`src/rtl/core/ngr_pkg.sv`:
```
`default_nettype none
package ngr_pkg;

  // Defaults for the top-level parameters
  localparam int MAX_PASSES_DEF  = 26;
  localparam int NORM_SWAPS_DEF  = 5;
  localparam int VALUE_WIDTH_DEF = 32;

  // Fixed field widths
  localparam int DELTA_W  = 31;
  localparam int FIELD_W  = 32;
  localparam int TRANS_W  = 16;
  localparam int STATUS_W = 2;
  localparam int ROW_W    = 3;

  // Status codes
  localparam logic [STATUS_W-1:0] ST_OK  = 2'd0;
  localparam logic [STATUS_W-1:0] ST_NEG = 2'd1;
  localparam logic [STATUS_W-1:0] ST_OVF = 2'd2;

  // Control between front and back
  typedef struct packed {
    logic valid;
    logic bad;
  } ngr_qctl_t;

endpackage
`default_nettype wire

```
`src/rtl/core/ngr_front.sv`:
```
`default_nettype none
module ngr_front #(
  parameter int VALUE_WIDTH = ngr_pkg::VALUE_WIDTH_DEF
) (
  input  wire logic                              clk,
  input  wire logic                              rst_n,
  input  wire logic                              in_valid,
  output logic                                   in_ready,
  input  wire logic signed [ngr_pkg::FIELD_W-1:0] in_g [6],
  output ngr_pkg::ngr_qctl_t                     q_ctl,
  output logic [6*((VALUE_WIDTH > 32) ? VALUE_WIDTH : 32)-1:0] q_vec,
  input  wire logic                              q_ready
);
  import ngr_pkg::*;

  localparam int SW = (VALUE_WIDTH > 32) ? VALUE_WIDTH : 32;
  localparam int XW = SW + 1;
  localparam logic signed [XW-1:0] VMAX_X = XW'((65'sd1 <<< (VALUE_WIDTH - 1)) - 65'sd1);
  localparam logic signed [XW-1:0] VMIN_X = -VMAX_X - XW'(1);

  logic [6*SW-1:0] word_nxt;
  logic            bad_nxt;
  logic [6*SW-1:0] mem_r [2];
  logic            bad_r [2];
  logic            wp_r, rp_r;
  logic [1:0]      cnt_r;
  logic            push, pop;
  logic signed [XW-1:0] ext [6];

  // Classify: range check each component against the working width
  always_comb begin
    bad_nxt = 1'b0;
    for (int i = 0; i < 6; i++) begin
      ext[i] = XW'(in_g[i]);
      if (ext[i] > VMAX_X || ext[i] < VMIN_X) bad_nxt = 1'b1;
      word_nxt[i*SW +: SW] = ext[i][SW-1:0];
    end
  end

  assign in_ready    = (cnt_r != 2'd2);
  assign push        = in_valid && in_ready;
  assign q_ctl.valid = (cnt_r != 2'd0);
  assign q_ctl.bad   = bad_r[rp_r];
  assign q_vec       = mem_r[rp_r];
  assign pop         = q_ctl.valid && q_ready;

  // Hold queued transactions
  always_ff @(posedge clk) begin
    if (push) begin
      mem_r[wp_r] <= word_nxt;
      bad_r[wp_r] <= bad_nxt;
    end
  end

  // Advance pointers
  always_ff @(posedge clk) begin
    if (!rst_n) begin
      wp_r  <= 1'b0;
      rp_r  <= 1'b0;
      cnt_r <= 2'd0;
    end else begin
      if (push) wp_r <= ~wp_r;
      if (pop)  rp_r <= ~rp_r;
      cnt_r <= cnt_r + {1'b0, push} - {1'b0, pop};
    end
  end

endmodule
`default_nettype wire

```
`config.mk`:
```
export PLATFORM = sky130hd
export DESIGN_NAME = ngr_front
export DESIGN_NICKNAME = d
export VERILOG_FILES = /design/src/rtl/core/ngr_pkg.sv /design/src/rtl/core/ngr_front.sv
export SDC_FILE = /design/constraint.sdc
export NUM_CORES = 1
export LEC_CHECK = 0
export ABC_AREA = 1
export BUFFER_PORTS_ARGS = -buffer_cell sky130_fd_sc_hd__buf_2
export CAP_MARGIN = 40
export CORE_MARGIN = 2
export CORE_UTILIZATION = 44
export CTS_BUF_LIST = sky130_fd_sc_hd__clkbuf_8
export CTS_CLUSTER_SIZE = 20
export DETAILED_ROUTE_END_ITERATION = 10
export PLACE_DENSITY = 0.81
export SYNTH_ARGS = -nofsm -noshare
export SYNTH_HDL_FRONTEND = slang
export SYNTH_SLANG_ARGS = --single-unit
```
`constraint.sdc`:
```
create_clock -name clk -period 9.95 [get_ports clk]
set_input_delay 0.995 -clock clk [delete_from_list [all_inputs] [get_ports clk]]
set_output_delay 0.995 -clock clk [all_outputs]
set_load 0.01 [all_outputs]
```
==> flow_summary.yaml <==
run_status:
  outcome: "completed"
clock_network:
  clk_path_buf_depth: 3
  root_buffer: "clkbuf_8"
  h-tree-depth: 2
  clock_sinks: 391
  numCtsBuffers: 60
  postCtsSetupBuffers: 0
  clk_latency_ns: 0.57
  postCtsResizedCells: 0
  cts_tree: "done"
  cts_hold_buffers: 0
  clkTransAtPathRegs_ns: 0.06
logic_synthesis:
  seq_area_frac_synth: 0.822
  syn_inst: 638
  yosys_warnings: 0
  yosysMostFrequentCell: "edfxtp_1"
  synth_edf_count: 386
  synthTopCellsByCount: "edfxtp_1 (386), mux2_2 (193), buf_6 (17), nand2_1 (9)"
  synthArstFlopShare: 0
  syn_area_um2: 14200
  yosysTopAreaCell: "edfxtp_1"
  ys.flop_type: "edfxtp_1"
  yosys.area.top_type_share: 0.815
  yosys_register_bits: 391
  synth_area_per_cell_um2: 22.3
  synth_cell_type_count: 13
  synth_area_leaders: "edfxtp_1 (81%), mux2_2 (15%), buf_6 (1.3%), dfxtp_1 (0.70%), nand2_1 (0.24%)"
power_and_ir_drop:
  sequentialPowerShare: 0.492
  switchingPower_uw: 1200
  p_per_area_nw_per_um2: 247
  ir_drop_mv: 0.181
  clkPwrFrac: 0.273
  p_int_uw: 3180
  p_sw_frac: 0.274
  combPwrFrac: 0.235
  power.leakage_uw: 0.00671
finish:
  drive_above_1_share: 0.593
  area_delta_synth_final_pct: 24.9
  final_nets: 1279
route:
  via_per_inst: 4.85
  routed_wl_mm: 28.5
  antenna_left: 0
  drtIter0Drc: 391
  wl_per_cell_um: 18.6
  dr.pass1.iters: 4
  drc_errors: 0
  num_vias: 7444
hold_path:
  hold_path.class: "flip-flop to flip-flop"
  holdPathStages: 2
setup_path:
  cp.required_ns: 8.96
  ff2ff_path_depth: 6
  critPathLaunchType: "flip-flop"
  ff2ff_setup_slack_ns: 7.11
  worstPathArrival_ns: 2.70
  criticalPathCategory: "flip-flop to output port"
  worstPathMaxFanout: 44
  crit_path_end_kind: "output port"
floorplanning:
  die_w_um: 184
  row_count: 65
  die_y_um: 184
  pin_count: 391
  die-area_um2: 33800
  coreArea_um2: 31700
  start_util: 0.449
sta:
  period_share: 0.371
  setup-violations-final: 0
  finalSetupTns_ns: 0
  fmax_mhz: 271
  rsz0062_at_grt: "false"
  fin_skew_ns: 0.0158
  slew_headroom: 0.410
  tightest_slew_ns: 0.886
  hold_ws_ns: 0.522
  finalHoldViolCount: 0
  final_max_slew_viol_count: 0
  fin_crit_ns: 3.69
flow_run:
  drv_cap: 0
global_routing:
  grt_pass1_wl_mm: 41.7
  grtUsageTotal: 0.161
  grt_max_degree: 108
  antenna_found_initial: 9
  grt_pass1_vias: 7814
  gr-total-overflow: 0
placed_design:
  dpl.hpwl_mm: 18.9
  portBuffers: 390
  gp_congestion: 0.769
## power groups by stage
stage                     sequential, uW  clock [uW]  combinational [uW]
after floorplan                     2220           0                 657
after global placement              2180           0                 995
after detailed placement            2190           0                1040
after CTS                           2160        1230                1050
after global routing                2180        1310                1100
final                               2160        1200                1030
## state kept, by name (all words and copies together), names as in the netlist, named ones only
name,flops
mem_r,384
cnt_r,2
rp_r,1
wp_r,1
bad_r,2
## worst paths after layout
kind | to | from
worst max-delay path | q_vec[123] | flip-flop
worst min register to register | flip-flop | rp_r$_SDFFE_PN0P_
worst min-delay path | flip-flop | rp_r$_SDFFE_PN0P_
worst max register to register | mem_r[1][176]$_DFFE_PP_ | cnt_r[0]$_SDFF_PN0_
## cell usage in the layout, fill, tap and decap left out
cell type     n
buf_2       390
edfxtp_1    386
mux2_2      193
clkbuf_8     62
inv_1        29
clkinv_1     14
nand2_1       9
diode_2       7
nor2_1        7
buf_4         6
clkinv_2      4
dfxtp_1       4
buf_16        4
nand3_1       3
a21oi_1       2
ha_1          2
conb_1        2
bufinv_16     2
inv_8         1
nor2_4        1
dfxtp_4       1
inv_6         1
clkinvlp_4    1
buf_12        1
## per-stage QoR
stage | power, uW | setup slack, ns | util | cell area (um^2) | std cells
6_report | 4380 | 6.26 | 0.560 | 17800 | 1534
5_1_grt | 4590 | 6.03 | 0.560 | 17800 | 1532
4_1_cts | 4440 | 6.14 | 0.560 | 17700 | 1527
3_5_place_dp | 3230 | 6.64 | 0.525 | 16700 | 1421
3_3_place_gp | 3180 | 6.41 | 0.521 | 16500 | 1416
2_1_floorplan | 2880 | 0.131 | - | 14200 | 639
## worst max-delay path, cell delays in order, from the launching register on
cell     delay, ns
dfxtp_4       0.73
buf_4         0.52
buf_12        0.30
mux2_2        0.38
buf_2         0.14
## logic make-up after synthesis
| kind of cell | after synthesis | synth area share |
|---|---|---|
| buffers and inverters | 29 | 0.0173 |
| DFF | 391 | 0.822 |
| adders and majority gates | 2 | 0.00176 |
| and+or+nand+nor | 20 | 0.00554 |
| muxes | 193 | 0.153 |
| AOI/OAI and AO/OA | 2 | 0.000704 |
| other | 1 | 0.000264 |
## layer usage
metal  vias to the layer above  global-route usage  share of wire
met5                         -                   0         0.0012
met4                         6              0.0755          0.038
met3                        81              0.0521          0.079
met2                       300               0.280           0.51
met1                      3618               0.180           0.37
li1                       3439                   -              -
## layout make-up
class	instances	area (um^2)
antenna	7	17.5
clock buffer	62	853
clock inverter	44	231
fill	2433	14000
inverter	8	37.5
multi-input combinational	219	2300
sequential	391	11700
tap	402	503
timing repair buffer	401	2130
Note: power is estimated with default switching activity, not from simulation.
